File: config.mk
export PLATFORM = sky130hd
export DESIGN_NAME = binary_to_decimal_ascii
export DESIGN_NICKNAME = d
export VERILOG_FILES = /design/src/rtl/b2dec_pkg.sv /design/src/rtl/binary_to_decimal_ascii.sv
export SDC_FILE = /design/constraint.sdc
export NUM_CORES = 1
export LEC_CHECK = 0
export BUFFER_PORTS_ARGS = -buffer_cell sky130_fd_sc_hd__buf_4
export CORE_MARGIN = 5
export CORE_UTILIZATION = 40
export DETAILED_ROUTE_END_ITERATION = 16
export GPL_TIMING_DRIVEN = 0
export PLACE_DENSITY = 0.54
export SYNTH_ARGS = -nofsm -noshare
export SYNTH_HDL_FRONTEND = slang
export SYNTH_SLANG_ARGS = --single-unit
File: constraint.sdc
create_clock -name clk -period 7 [get_ports clk]
set_clock_uncertainty 0.2 [all_clocks]
set_input_delay 0.7 -clock clk [delete_from_list [all_inputs] [get_ports clk]]
set_output_delay 0.7 -clock clk [all_outputs]
set_load 0.01 [all_outputs]
File: src/rtl/b2dec_pkg.sv
// shared constants for the binary to decimal ascii converter
`default_nettype none

package b2dec_pkg;

  localparam int VALUE_W        = 32;
  localparam int CHAR_W         = 6;
  localparam int DIGIT_W        = 4;
  localparam int BITS_PER_STAGE = 4;
  localparam int NUM_STEPS      = VALUE_W / BITS_PER_STAGE;

  localparam logic [CHAR_W-1:0]  ASCII_ZERO = 6'd48;
  localparam logic [CHAR_W-1:0]  ASCII_NINE = 6'd57;
  localparam logic [DIGIT_W-1:0] BCD_ADJ_MIN = 4'd5;
  localparam logic [DIGIT_W-1:0] BCD_ADJ_ADD = 4'd3;

  // widest digit count a 32-bit value needs
  localparam int FULL_DIGITS = 10;

endpackage : b2dec_pkg

`default_nettype wire

File: src/rtl/binary_to_decimal_ascii.sv
// binary to decimal ascii converter: pipelined double dabble and digit serializer
//
//  channel | ports                         | direction | meaning
//  --------+-------------------------------+-----------+-------------------------------
//  input   | in_valid in_stall in_value    | in        | one 32-bit unsigned value
//  result  | out_valid out_stall           | out       | one ascii digit, msd first,
//          | out_character out_last        |           | last marks end of the run
//
//  a value passes one saturate stage, NUM_STEPS double dabble stages of four bits
//  each and one leading zero stage before it reaches the serializer.
//  the serializer then sends one digit per cycle while out_stall is low: a value gives
//  as many digits as it has decimal digits (1 to 10 with the default MAX_DIGITS).
//  a new value enters every cycle while pipeline stages are free; bubbles close up.
//  out_stall holds the current digit and backs up through the stages to in_stall.
//  rst_n is synchronous and clears the valid bits only.
`default_nettype none

module binary_to_decimal_ascii #(
  parameter int MAX_DIGITS = 10
) (
  input  wire                              clk,
  input  wire                              rst_n,
  input  wire                              in_valid,
  output logic                             in_stall,
  input  wire  [b2dec_pkg::VALUE_W-1:0]    in_value,
  output logic                             out_valid,
  input  wire                              out_stall,
  output logic [b2dec_pkg::CHAR_W-1:0]     out_character,
  output logic                             out_last
);

  localparam int NDIG  = (MAX_DIGITS < b2dec_pkg::FULL_DIGITS) ? MAX_DIGITS
                                                             : b2dec_pkg::FULL_DIGITS;
  localparam int BCD_W = NDIG * b2dec_pkg::DIGIT_W;
  localparam int DW    = BCD_W + b2dec_pkg::VALUE_W;
  localparam int IDX_W = (NDIG > 1) ? $clog2(NDIG) : 1;
  localparam int NST   = b2dec_pkg::NUM_STEPS;

  function automatic logic [63:0] pow10(input int n);
    logic [63:0] p;
    p = 64'd1;
    for (int i = 0; i < n; i++) begin
      p = p * 64'd10;
    end
    return p;
  endfunction

  localparam logic [63:0] SAT_MAX = (MAX_DIGITS < b2dec_pkg::FULL_DIGITS) ?
                                    pow10(NDIG) - 64'd1 : 64'hFFFF_FFFF;

  // four shift-and-adjust steps on {bcd, remaining binary}
  function automatic logic [DW-1:0] dabble(input logic [DW-1:0] d);
    logic [DW-1:0] t;
    t = d;
    for (int s = 0; s < b2dec_pkg::BITS_PER_STAGE; s++) begin
      for (int g = 0; g < NDIG; g++) begin
        if (t[b2dec_pkg::VALUE_W + g*b2dec_pkg::DIGIT_W +: b2dec_pkg::DIGIT_W]
            >= b2dec_pkg::BCD_ADJ_MIN) begin
          t[b2dec_pkg::VALUE_W + g*b2dec_pkg::DIGIT_W +: b2dec_pkg::DIGIT_W] =
            t[b2dec_pkg::VALUE_W + g*b2dec_pkg::DIGIT_W +: b2dec_pkg::DIGIT_W]
            + b2dec_pkg::BCD_ADJ_ADD;
        end
      end
      t = t << 1;
    end
    return t;
  endfunction

  logic [NST:0]    stg_valid_r;
  logic [DW-1:0]   stg_data_r [0:NST];
  logic [NST:0]    stg_adv;

  logic               cnt_valid_r;
  logic [BCD_W-1:0]   cnt_bcd_r;
  logic [IDX_W-1:0]   cnt_idx_r;
  logic [IDX_W-1:0]   cnt_idx_nxt;
  logic               cnt_adv;

  logic               ser_valid_r;
  logic [BCD_W-1:0]   ser_bcd_r;
  logic [IDX_W-1:0]   ser_idx_r;
  logic               ser_first_r;
  logic               ser_done;
  logic               ser_load;

  logic [b2dec_pkg::VALUE_W-1:0] sat_value;

  // handshake and advance chain
  assign ser_done = ser_valid_r && (ser_idx_r == '0) && !out_stall;
  assign ser_load = !ser_valid_r || ser_done;
  assign cnt_adv  = !cnt_valid_r || ser_load;

  always_comb begin
    stg_adv[NST] = !stg_valid_r[NST] || cnt_adv;
    for (int k = NST - 1; k >= 0; k--) begin
      stg_adv[k] = !stg_valid_r[k] || stg_adv[k+1];
    end
  end

  assign in_stall = !stg_adv[0];

  // saturate values too wide for the digit count
  always_comb begin
    if ({32'd0, in_value} > SAT_MAX) begin
      sat_value = SAT_MAX[b2dec_pkg::VALUE_W-1:0];
    end else begin
      sat_value = in_value;
    end
  end

  always_ff @(posedge clk) begin
    if (!rst_n) begin
      stg_valid_r[0] <= 1'b0;
    end else if (stg_adv[0]) begin
      stg_valid_r[0] <= in_valid;
    end
    if (stg_adv[0] && in_valid) begin
      stg_data_r[0] <= {{BCD_W{1'b0}}, sat_value};
    end
  end

  for (genvar k = 1; k <= NST; k++) begin : g_dabble
    always_ff @(posedge clk) begin
      if (!rst_n) begin
        stg_valid_r[k] <= 1'b0;
      end else if (stg_adv[k]) begin
        stg_valid_r[k] <= stg_valid_r[k-1];
      end
      if (stg_adv[k] && stg_valid_r[k-1]) begin
        stg_data_r[k] <= dabble(stg_data_r[k-1]);
      end
    end
  end

  // position of the most significant nonzero digit, zero gives position 0
  always_comb begin
    cnt_idx_nxt = '0;
    for (int i = 0; i < NDIG; i++) begin
      if (stg_data_r[NST][b2dec_pkg::VALUE_W + i*b2dec_pkg::DIGIT_W +: b2dec_pkg::DIGIT_W]
          != '0) begin
        cnt_idx_nxt = IDX_W'(i);
      end
    end
  end

  always_ff @(posedge clk) begin
    if (!rst_n) begin
      cnt_valid_r <= 1'b0;
    end else if (cnt_adv) begin
      cnt_valid_r <= stg_valid_r[NST];
    end
    if (cnt_adv && stg_valid_r[NST]) begin
      cnt_bcd_r <= stg_data_r[NST][DW-1:b2dec_pkg::VALUE_W];
      cnt_idx_r <= cnt_idx_nxt;
    end
  end

  // serializer: one digit per transaction, counting down to the units digit
  always_ff @(posedge clk) begin
    if (!rst_n) begin
      ser_valid_r <= 1'b0;
    end else if (ser_load) begin
      ser_valid_r <= cnt_valid_r;
    end
    if (ser_load) begin
      if (cnt_valid_r) begin
        ser_bcd_r   <= cnt_bcd_r;
        ser_idx_r   <= cnt_idx_r;
        ser_first_r <= 1'b1;
      end
    end else if (!out_stall) begin
      ser_idx_r   <= ser_idx_r - IDX_W'(1);
      ser_first_r <= 1'b0;
    end
  end

  assign out_valid     = ser_valid_r;
  assign out_last      = (ser_idx_r == '0);
  assign out_character = b2dec_pkg::ASCII_ZERO +
    {2'b00, ser_bcd_r[ser_idx_r*b2dec_pkg::DIGIT_W +: b2dec_pkg::DIGIT_W]};

  // a run never opens with a suppressed zero
  a_no_leading_zero : assert property (@(posedge clk) disable iff (!rst_n)
    (ser_valid_r && ser_first_r && !out_last) |-> (out_character != b2dec_pkg::ASCII_ZERO))
    else $error("leading zero in digit run");

  a_digit_range : assert property (@(posedge clk) disable iff (!rst_n)
    out_valid |-> ((out_character >= b2dec_pkg::ASCII_ZERO) &&
                   (out_character <= b2dec_pkg::ASCII_NINE)))
    else $error("character outside decimal digits");

  a_run_continues : assert property (@(posedge clk) disable iff (!rst_n)
    (out_valid && !out_stall && !out_last) |=>
      (out_valid && !ser_first_r && (ser_idx_r == $past(ser_idx_r) - IDX_W'(1))))
    else $error("digit run broken before its last digit");

  a_accept_enters : assert property (@(posedge clk) disable iff (!rst_n)
    (in_valid && !in_stall) |=> stg_valid_r[0])
    else $error("accepted value lost at pipeline entry");

  a_no_drop_at_count : assert property (@(posedge clk) disable iff (!rst_n)
    (cnt_valid_r && !ser_load) |=> cnt_valid_r && $stable(cnt_bcd_r))
    else $error("held value in count stage changed");

endmodule : binary_to_decimal_ascii

`default_nettype wire

Word-level counts from Yosys, hierarchy flattened:

Memories as Yosys holds them, arrays and structs flattened.
Cells that the tools add are included.

* bits in read-only memories: 0
* memories: 1
* word-level logic and storage cells: 1380
* bits in latches: 0
* input port bits: 36
* flip-flop bits (word level): 99
* output and inout port bits: 9
* RAM bits: 648

* shift operators: 1
* muxes and demuxes: 669
* reductions and logical operators: 49
* equality and inequality tests: 2
* multiply operators: 0
* magnitude comparators: 320
* div/mod/pow operators: 0
* add/subtract/negate cells: 322
* bitwise gates (word level): 0

Memories
* stg_data_r: depth 9, width 72, read ports 9, clocked after Yosys merged registers in 0, wr ports 9, RTL line binary_to_decimal_ascii.sv:70 `logic [DW-1:0] stg_data_r [0:NST];`

Operator list (count)
* two-way mux 4 bit: 585
* >= comparator 4 x 3 -> 1 bit (second input constant): 320
* adder 4 x 2 -> 4 bit (second input constant): 288
* two-way mux 3 bit: 64
* adder 3 x 2 -> 3 bit (second input constant): 32
* variable part select 40 x 7 -> 4 bit: 1
* nonzero test 4 bit: 9
* two-way mux 1 bit: 20
* zero test 1 bit: 13
* logical AND 1 bit: 12
* logical OR 1 bit: 11
* adder 5 x 5 -> 6 bit (first input constant): 1
* zero test 4 bit: 1
* AND reduction 2 bit: 2
* subtractor 4 x 1 -> 4 bit (second input constant): 1
* inequality test 2 x 1 -> 1 bit (second input constant): 1
* inequality test 2 bit (second input constant): 1
* OR reduction 2 bit: 1

Depth between registers and ports, before layout:

Gate-level depths: netlist (run 1).

* depth in word-level cells: 24
* depth in mapped cells: 21
* depth with buffers taken out: 21

Worst setup path after synthesis (run 1):

Ideal clock, no wire load.

* path type: reg2reg
* start: reg ser_idx_r[0]
* end: mem stg_data_r[0][152] (netlist bit) (enable)
* arrival: 4844 ps
* stages on the path, launching flop included: 13
* slack: 1479 ps
* required time: 6323 ps
* buffers on the path: 3
* period minus slack after synthesis: 5521 ps
* setup time: 477 ps
* path through: edfxtp_1 > clkbuf_1 > buf_1 > inv_1 > ha_1 > nand2_1 > o21a_1 > and3_1 > and3_1 > and2_1 > and3_1 > clkbuf_1 > a21boi_0

RTL lines
* start, declared: RTL line binary_to_decimal_ascii.sv:81 `logic [IDX_W-1:0] ser_idx_r;`
* start signal, assigned: RTL line binary_to_decimal_ascii.sv:168 `ser_idx_r <= cnt_idx_r;`
* start signal, assigned: RTL line binary_to_decimal_ascii.sv:172 `ser_idx_r <= ser_idx_r - IDX_W'(1);`
* end, declared: RTL line binary_to_decimal_ascii.sv:70

Final worst setup path (run 1):

* start: reg ser_idx_r[0]
* end: out in_stall

* word-level cells in the longest chain between the ends: 15

Ends and longest elaborated chain
* zero test 4 bit: RTL line binary_to_decimal_ascii.sv:89 `assign ser_done = ser_valid_r && (ser_idx_r == '0) && !out_stall;`
* logical AND 1 bit (2 in series): RTL line binary_to_decimal_ascii.sv:89
* logical OR 1 bit: RTL line binary_to_decimal_ascii.sv:90 `assign ser_load = !ser_valid_r || ser_done;`
* logical OR 1 bit: RTL line binary_to_decimal_ascii.sv:91 `assign cnt_adv = !cnt_valid_r || ser_load;`
* logical OR 1 bit: RTL line binary_to_decimal_ascii.sv:94 `stg_adv[NST] = !stg_valid_r[NST] || cnt_adv;`
* logical OR 1 bit (8 in series): RTL line binary_to_decimal_ascii.sv:96 `stg_adv[k] = !stg_valid_r[k] || stg_adv[k+1];`
* zero test 1 bit: RTL line binary_to_decimal_ascii.sv:100 `assign in_stall = !stg_adv[0];`
* end, declared: RTL line binary_to_decimal_ascii.sv:24 `output logic in_stall,`

Every way passes these cells.

==> impl_metrics.json, run 1 <==
{
  "status": "completed",
  "rsz0062_at_grt": "false",
  "area.sequential_mm2": 0.0127,
  "final_util_pct": 45.0,
  "hp-start": "in_value[22]",
  "io-pin-count": 45,
  "ys_seq_area_share_pct": 41.2,
  "n_antenna_cell": 0,
  "fmax_ghz": 0.168,
  "whs_ns": 0.0514,
  "first_global_vias": 23000,
  "cp.arrival_ns": 5.06,
  "hold_viol": 0,
  "die_h_um": 288,
  "place_inst": 4275,
  "track_usage_pct": 14.3,
  "powerDensity_mw_per_mm2": 201,
  "placed_cell_area_mm2": 0.0329,
  "clock_sinks": 428,
  "grt_pass1_wl_um": 104000,
  "antenna_found_initial": 0,
  "rows": 102,
  "drive_gt1_share_pct": 11.8,
  "fp.coreArea_mm2": 0.0771,
  "leakage_uw": 0.0124,
  "worst_path_most_repeated_cell": "and3_1",
  "r2r_slack_ns": 1.91,
  "post-route-min-period_ns": 5.96,
  "synth_compound_gate_area_share_pct": 24.6,
  "cts_resized": 0,
  "ys_warn_count": 0,
  "clk_latency_ns": 0.61,
  "drtIter0Drc": 1567,
  "postCtsSetupRepairBufs": 0,
  "slowest_delay_ns": 0.55,
  "hold_path.class": "primary input to flop",
  "cts.path.max_buffers": 3,
  "crit_required_ns": 6.10,
  "dp_hpwl_um": 45100,
  "cpMaxStageDelayCell": "buf_1",
  "nNetsFinal": 3464,
  "die_area_mm2": 0.0829,
  "worstPathMaxFanout": 10,
  "critPathLaunchType": "flop",
  "dp_worst_setup_slack_ns": 1.62,
  "syn_area_mm2": 0.0309,
  "setup_viol": 0,
  "synth-main-ff-cell": "edfxtp_1",
  "cp-end-kind": "output pin",
  "worst_slack_ns": 1.04,
  "grt.overflow.total": 0,
  "cts.htree.levels": 2,
  "num_vias": 24200,
  "routedWlPerCell_um": 14.0,
  "grt_max_degree": 41,
  "multi_input_area_mm2": 0.0172,
  "finalNonFillerCells": 4368,
  "synthArstFlopShare_pct": 0,
  "clk_pin_slew_ns": 0.06,
  "drv_cap": 0,
  "synth_fa_ha_area_share_pct": 5.90,
  "worst_slew_pin_slew_ns": 0.941,
  "r2r_cells": 14,
  "vdd_drop_max_mv": 0.174,
  "area_growth_pct": 12.2,
  "path_class": "flop to output pin",
  "synthMuxAreaShare_pct": 6.21,
  "vias_per_cell": 5.55,
  "routed_wl_um": 61000,
  "r2r_end": "stg_data_r[0][3]",
  "synthSimpleGateAreaFrac_pct": 13.3,
  "synth_top_family_by_area": "compound AO/OA/AOI/OAI gates",
  "synth_seq_cells": 428,
  "cts_tree": "yes",
  "clockRootBuffer": "clkbuf_16",
  "die_x_um": 288,
  "crit_start": "ser_idx_r[0]",
  "fin_crit_sh_pct": 85.1,
  "io_buffers": 42,
  "gp_congestion": 0.833,
  "finalInstanceArea_mm2": 0.0347,
  "drc_errors": 0,
  "worstHoldPathCells": 1,
  "detail-route-antenna-nets": 0,
  "syn_inst": 3182,
  "syn_area_per_cell_um2": 9.71,
  "n_fill_cell": 7285,
  "synthXorXnorAreaFrac_pct": 5.28,
  "synth.distinct_cells": 112,
  "min_to": "stg_data_r[0][22]",
  "detail_route.first_pass.iterations": 5,
  "synth-edff-count": 417,
  "ctsHoldBuffers": 0,
  "numCtsBuffers": 50,
  "slew_headroom_pct": 37.1,
  "maxSlewViolCount": 0,
  "start_util_pct": 40.1,
  "cp_cell_sequence": "clkbuf_1 > buf_1 > inv_1 > ha_1 > nand2_1 > o21a_1 > and3_1 > and3_1 > and2_1 > and3_1 > clkbuf_1 > and4_1 > buf_4",
  "worstReg2RegStart": "ser_idx_r[0]"
}
-- worst max-delay path, delay by kind of cell (launching register included) --
family | cells | cell delay, ns
and+or+nand+nor | 6 | 1.91
DFF | 1 | 0.32
adders and majority gates | 1 | 0.24
buffers and inverters | 5 | 1.70
AOI/OAI and AO/OA | 1 | 0.26
-- layout by cell type (no fill, tap or decap), types with 19 or more instances in the layout --
master,instances
edfxtp_1,417
a21oi_1,274
nor2_1,254
o21ai_0,243
nand2_1,198
inv_1,170
ha_1,141
xnor2_1,108
mux2i_1,94
clkbuf_1,80
nor3_1,76
a31oi_1,66
nand2b_1,62
o21ai_1,61
mux2_2,54
nand3_1,54
clkbuf_16,50
a211oi_1,46
buf_4,44
nor3b_1,43
a21oi_2,43
o21a_1,38
o22ai_1,37
nor2b_1,32
xor2_1,30
o211ai_1,28
a21o_1,26
and2_1,21
inv_2,21
xnor2_2,20
o21bai_1,19
-- synth_stat cells (all sizes together) (26+ instances only) --
library cell | number | area share [%]
edfxtp | 417 | 41
a21oi | 321 | 5.9
o21ai | 310 | 5.1
nor2 | 257 | 3.2
nand2 | 198 | 2.4
inv | 191 | 2.3
ha | 141 | 5.7
xnor2 | 129 | 4.2
mux2i | 99 | 3.3
clkbuf | 81 | 1.0
nor3 | 77 | 1.3
a31oi | 74 | 1.7
nand2b | 63 | 1.3
mux2 | 61 | 2.2
nand3 | 54 | 0.87
a211oi | 48 | 1.2
nor3b | 44 | 1.1
o21a | 38 | 0.92
o22ai | 38 | 0.79
nor2b | 37 | 0.75
xor2 | 33 | 1.1
o211ai | 28 | 0.68
a21o | 26 | 0.63
-- power breakdown --
part / switching, µW / internal (µW) / total, µW / leakage, µW
clock: 1090 / 1650 / 2740 / 0.000853
sequential: 33.8 / 2930 / 2960 / 0.00390
combinational: 741 / 533 / 1270 / 0.00770
total: 1860 / 5110 / 6980 / 0.0124
-- per-stage QoR --
stage | power, µW | TNS, ns
2_1_floorplan | 4040 | 0
3_5_place_dp | 4280 | 0
3_3_place_gp | 4220 | -56.84
6_report | 6980 | 0
4_1_cts | 7080 | 0
5_1_grt | 7360 | 0
-- worst max path at each step --
stage	to	slack, ns	cells after the start
CTS	in_stall	0.92	13
finish	in_stall	1.04	13
detailed placement	in_stall	1.62	13
global placement	stg_data_r[0][340]	-0.88	10
floorplan	stg_data_r[0][152]	1.48	12
global route	in_stall	0.57	13
-- sequential cells by signal, indices dropped and copies added (netlist names) --
name / cells
ser_idx_r: 4
cnt_valid_r: 1
out_valid: 1
cnt_idx_r: 4
cnt_bcd_r: 40
ser_bcd_r: 40
stg_valid_r: 9
stg_data_r: 329
-- metal layers --
metal	vias up	wire length (µm)	track usage, %	share of wire, %
met4	0	1270	3.50	2.1
met3	87	2090	1.96	3.4
met5	-	0	0	0
met1	11500	26700	17.4	44
met2	420	30900	26.6	51
li1	12300	-	-	-
-- cell families (layout without fill, tap and decap cells) --
logic type,count (synthesis),after routing
AOI/OAI and AO/OA,1149,1149
DFF,428,428
xor gates and xnor gates,162,162
adders and majority gates,147,147
buffers and inverters,283,428
and+or+nand+nor,843,843
other,1,2
muxes,169,169
-- area by class of cell --
type / instances / area share [%]
timing repair buffer: 52 / 1.70
sequential: 428 / 36.8
multi-input combinational: 2472 / 49.6
inverter: 191 / 2.07
clock buffer: 55 / 3.75
tap: 1040 / 3.75
buffer: 92 / 1.08
clock inverter: 38 / 1.34
Note: power is estimated with default switching activity, not from simulation.
==> inputs of run 2 (changes only) <==
--- a/config.mk
+++ b/config.mk
@@ -9,6 +9,6 @@
 export CORE_MARGIN = 5
-export CORE_UTILIZATION = 40
+export CORE_UTILIZATION = 60
 export DETAILED_ROUTE_END_ITERATION = 16
 export GPL_TIMING_DRIVEN = 0
-export PLACE_DENSITY = 0.54
+export PLACE_DENSITY = 0.75
 export SYNTH_ARGS = -nofsm -noshare
--- a/constraint.sdc
+++ b/constraint.sdc
@@ -4,2 +4,2 @@
 set_output_delay 0.7 -clock clk [all_outputs]
-set_load 0.01 [all_outputs]
+set_load 0.1 [all_outputs]
==> run 2 against run 1 <==
Effect of this change:
- non-clock buffer count is 1 lower
- first-iteration DRC count is 10% lower
- clock power is 6% lower
- setup slack better by 0.00082 ns
- register-to-register slack better by 0.23 ns
- combinational power hardly changed
- core utilization is 21 points higher
- flip-flop and latch count stayed put
- critical path type unchanged
- largest cell class unchanged
- highest routed layer unchanged
==> impl_metrics.json, run 2 (synthesized netlist as in run 1, its figures left out) <==
{
  "status": "completed",
  "grt_max_degree": 41,
  "rows": 83,
  "start_util_pct": 60.4,
  "grt.overflow.total": 0,
  "layout_commonest_cell": "edfxtp_1",
  "largest_register_ffs": 329,
  "nNetsFinal": 3461,
  "clockRootBuffer": "clkbuf_16",
  "die_area_mm2": 0.0562,
  "fmax_ghz": 0.168,
  "fp.coreArea_mm2": 0.0512,
  "drive_gt1_share_pct": 11.6,
  "cp.arrival_ns": 5.06,
  "drv_cap": 0,
  "routedLengthMet1_um": 25200,
  "p_seq_share_pct": 43.4,
  "cts.path.max_buffers": 3,
  "top_register": "stg_data_r",
  "cts_tree": "yes",
  "critPathLaunchType": "flop",
  "drtIter0Drc": 1404,
  "p_sw_uw": 1830,
  "vias_per_cell": 6.14,
  "first_global_vias": 23300,
  "die_x_um": 237,
  "final_cell_mix": "edfxtp_1, a21oi_1, nor2_1",
  "postCtsSetupRepairBufs": 0,
  "setup_viol": 0,
  "post-route-min-period_ns": 5.96,
  "n_antenna_cell": 0,
  "rsz0062_at_grt": "false",
  "numCtsBuffers": 48,
  "r2r_slack_ns": 2.14,
  "routedWlPerCell_um": 15.6,
  "maxSlewViolCount": 0,
  "antenna_found_initial": 0,
  "detail_route.first_pass.iterations": 5,
  "dp_hpwl_um": 46600,
  "reg_top3": "stg_data_r x329, cnt_bcd_r x40, ser_bcd_r x40",
  "p_clk_share_pct": 37.7,
  "io-pin-count": 45,
  "grt_pass1_wl_um": 105000,
  "io_buffers": 42,
  "die_h_um": 237,
  "whs_ns": 0.0892,
  "track_usage_pct": 21.3,
  "p_comb_share_pct": 18.9,
  "drc_errors": 0,
  "p_int_uw": 5000,
  "fin_crit_sh_pct": 85.1,
  "cts.htree.levels": 2,
  "clk_pin_slew_ns": 0.06,
  "area_growth_pct": 10.0,
  "gp_congestion": 0.900,
  "vdd_drop_max_mv": 0.257,
  "clk_latency_ns": 0.58,
  "cp-end-kind": "output pin",
  "hold_viol": 0,
  "switching_share_pct": 26.8,
  "worst_slew_pin_slew_ns": 0.927,
  "n_fill_cell": 3812,
  "wl_met3_um": 2120,
  "clock_sinks": 428,
  "dr_wl_met2_um": 33600,
  "routed_wl_um": 62600,
  "slew_headroom_pct": 38.1,
  "worstPathMaxFanout": 10,
  "cts_resized": 0,
  "num_vias": 24600,
  "final_util_pct": 66.4,
  "power_uw": 6830,
  "leakage_uw": 0.0123,
  "hold_path.class": "primary input to flop",
  "ctsHoldBuffers": 0,
  "routed.top_layer": "met4",
  "powerDensity_mw_per_mm2": 201,
  "setup_tns_ns": 0,
  "crit_required_ns": 6.10,
  "path_class": "flop to output pin",
  "detail-route-antenna-nets": 0
}
## run 2: layout make-up
type / instances / area (µm²) / share of cell area, %
clock inverter: 28 / 322 / 0.946
buffer: 92 / 373 / 1.10
inverter: 191 / 717 / 2.11
tap: 680 / 851 / 2.50
sequential: 428 / 12700 / 37.5
multi-input combinational: 2472 / 17200 / 50.5
clock buffer: 62 / 1330 / 3.90
timing repair buffer: 51 / 495 / 1.46
## run 2: stage by stage
stage / cells / area (µm²) / setup WS [ns]
floorplan: 3183 / 30900 / 1.47
global placement: 3905 / 32100 / -0.545
detailed placement: 3914 / 32400 / 1.58
CTS: 4004 / 34000 / 0.932
global route: 4004 / 34000 / 0.697
finish: 4004 / 34000 / 1.04
## run 2: worst paths after layout
| check | from | endpoint | cells after the start |
|---|---|---|---|
| setup / recovery | ser_idx_r[0] | in_stall | 13 |
| hold / removal | in_value[6] | stg_data_r[0][6] | 1 |
| setup reg to reg | ser_idx_r[0] | stg_data_r[0][13] | 13 |
| hold reg to reg | stg_data_r[0][232] | stg_data_r[0][308] | 0 |
## run 2: worst max-delay path, stage by stage, from the launching register on
cell and delay, ns:
edfxtp_1 0.33, clkbuf_1 0.42, buf_1 0.58, inv_1 0.15, ha_1 0.24, nand2_1 0.14, o21a_1 0.27, and3_1 0.39
and3_1 0.34, and2_1 0.34, and3_1 0.20, clkbuf_1 0.41, and4_1 0.36, buf_4 0.32
## run 2: power groups by stage
stage                     Clock [µW]  Combinational [µW]  Sequential [µW]
final                           2570                1290             2960
after detailed placement           0                1270             3020
after global routing            2750                1450             2970
after CTS                       2640                1280             2960
after global placement             0                1180             3020
after floorplan                    0                1030             3010
## run 2: metal layers
layer	vias to the layer above	global-route usage [%]
met5	-	0
met4	0	6.68
met3	126	2.45
met2	528	41.1
met1	11600	24.6
li1	12300	-
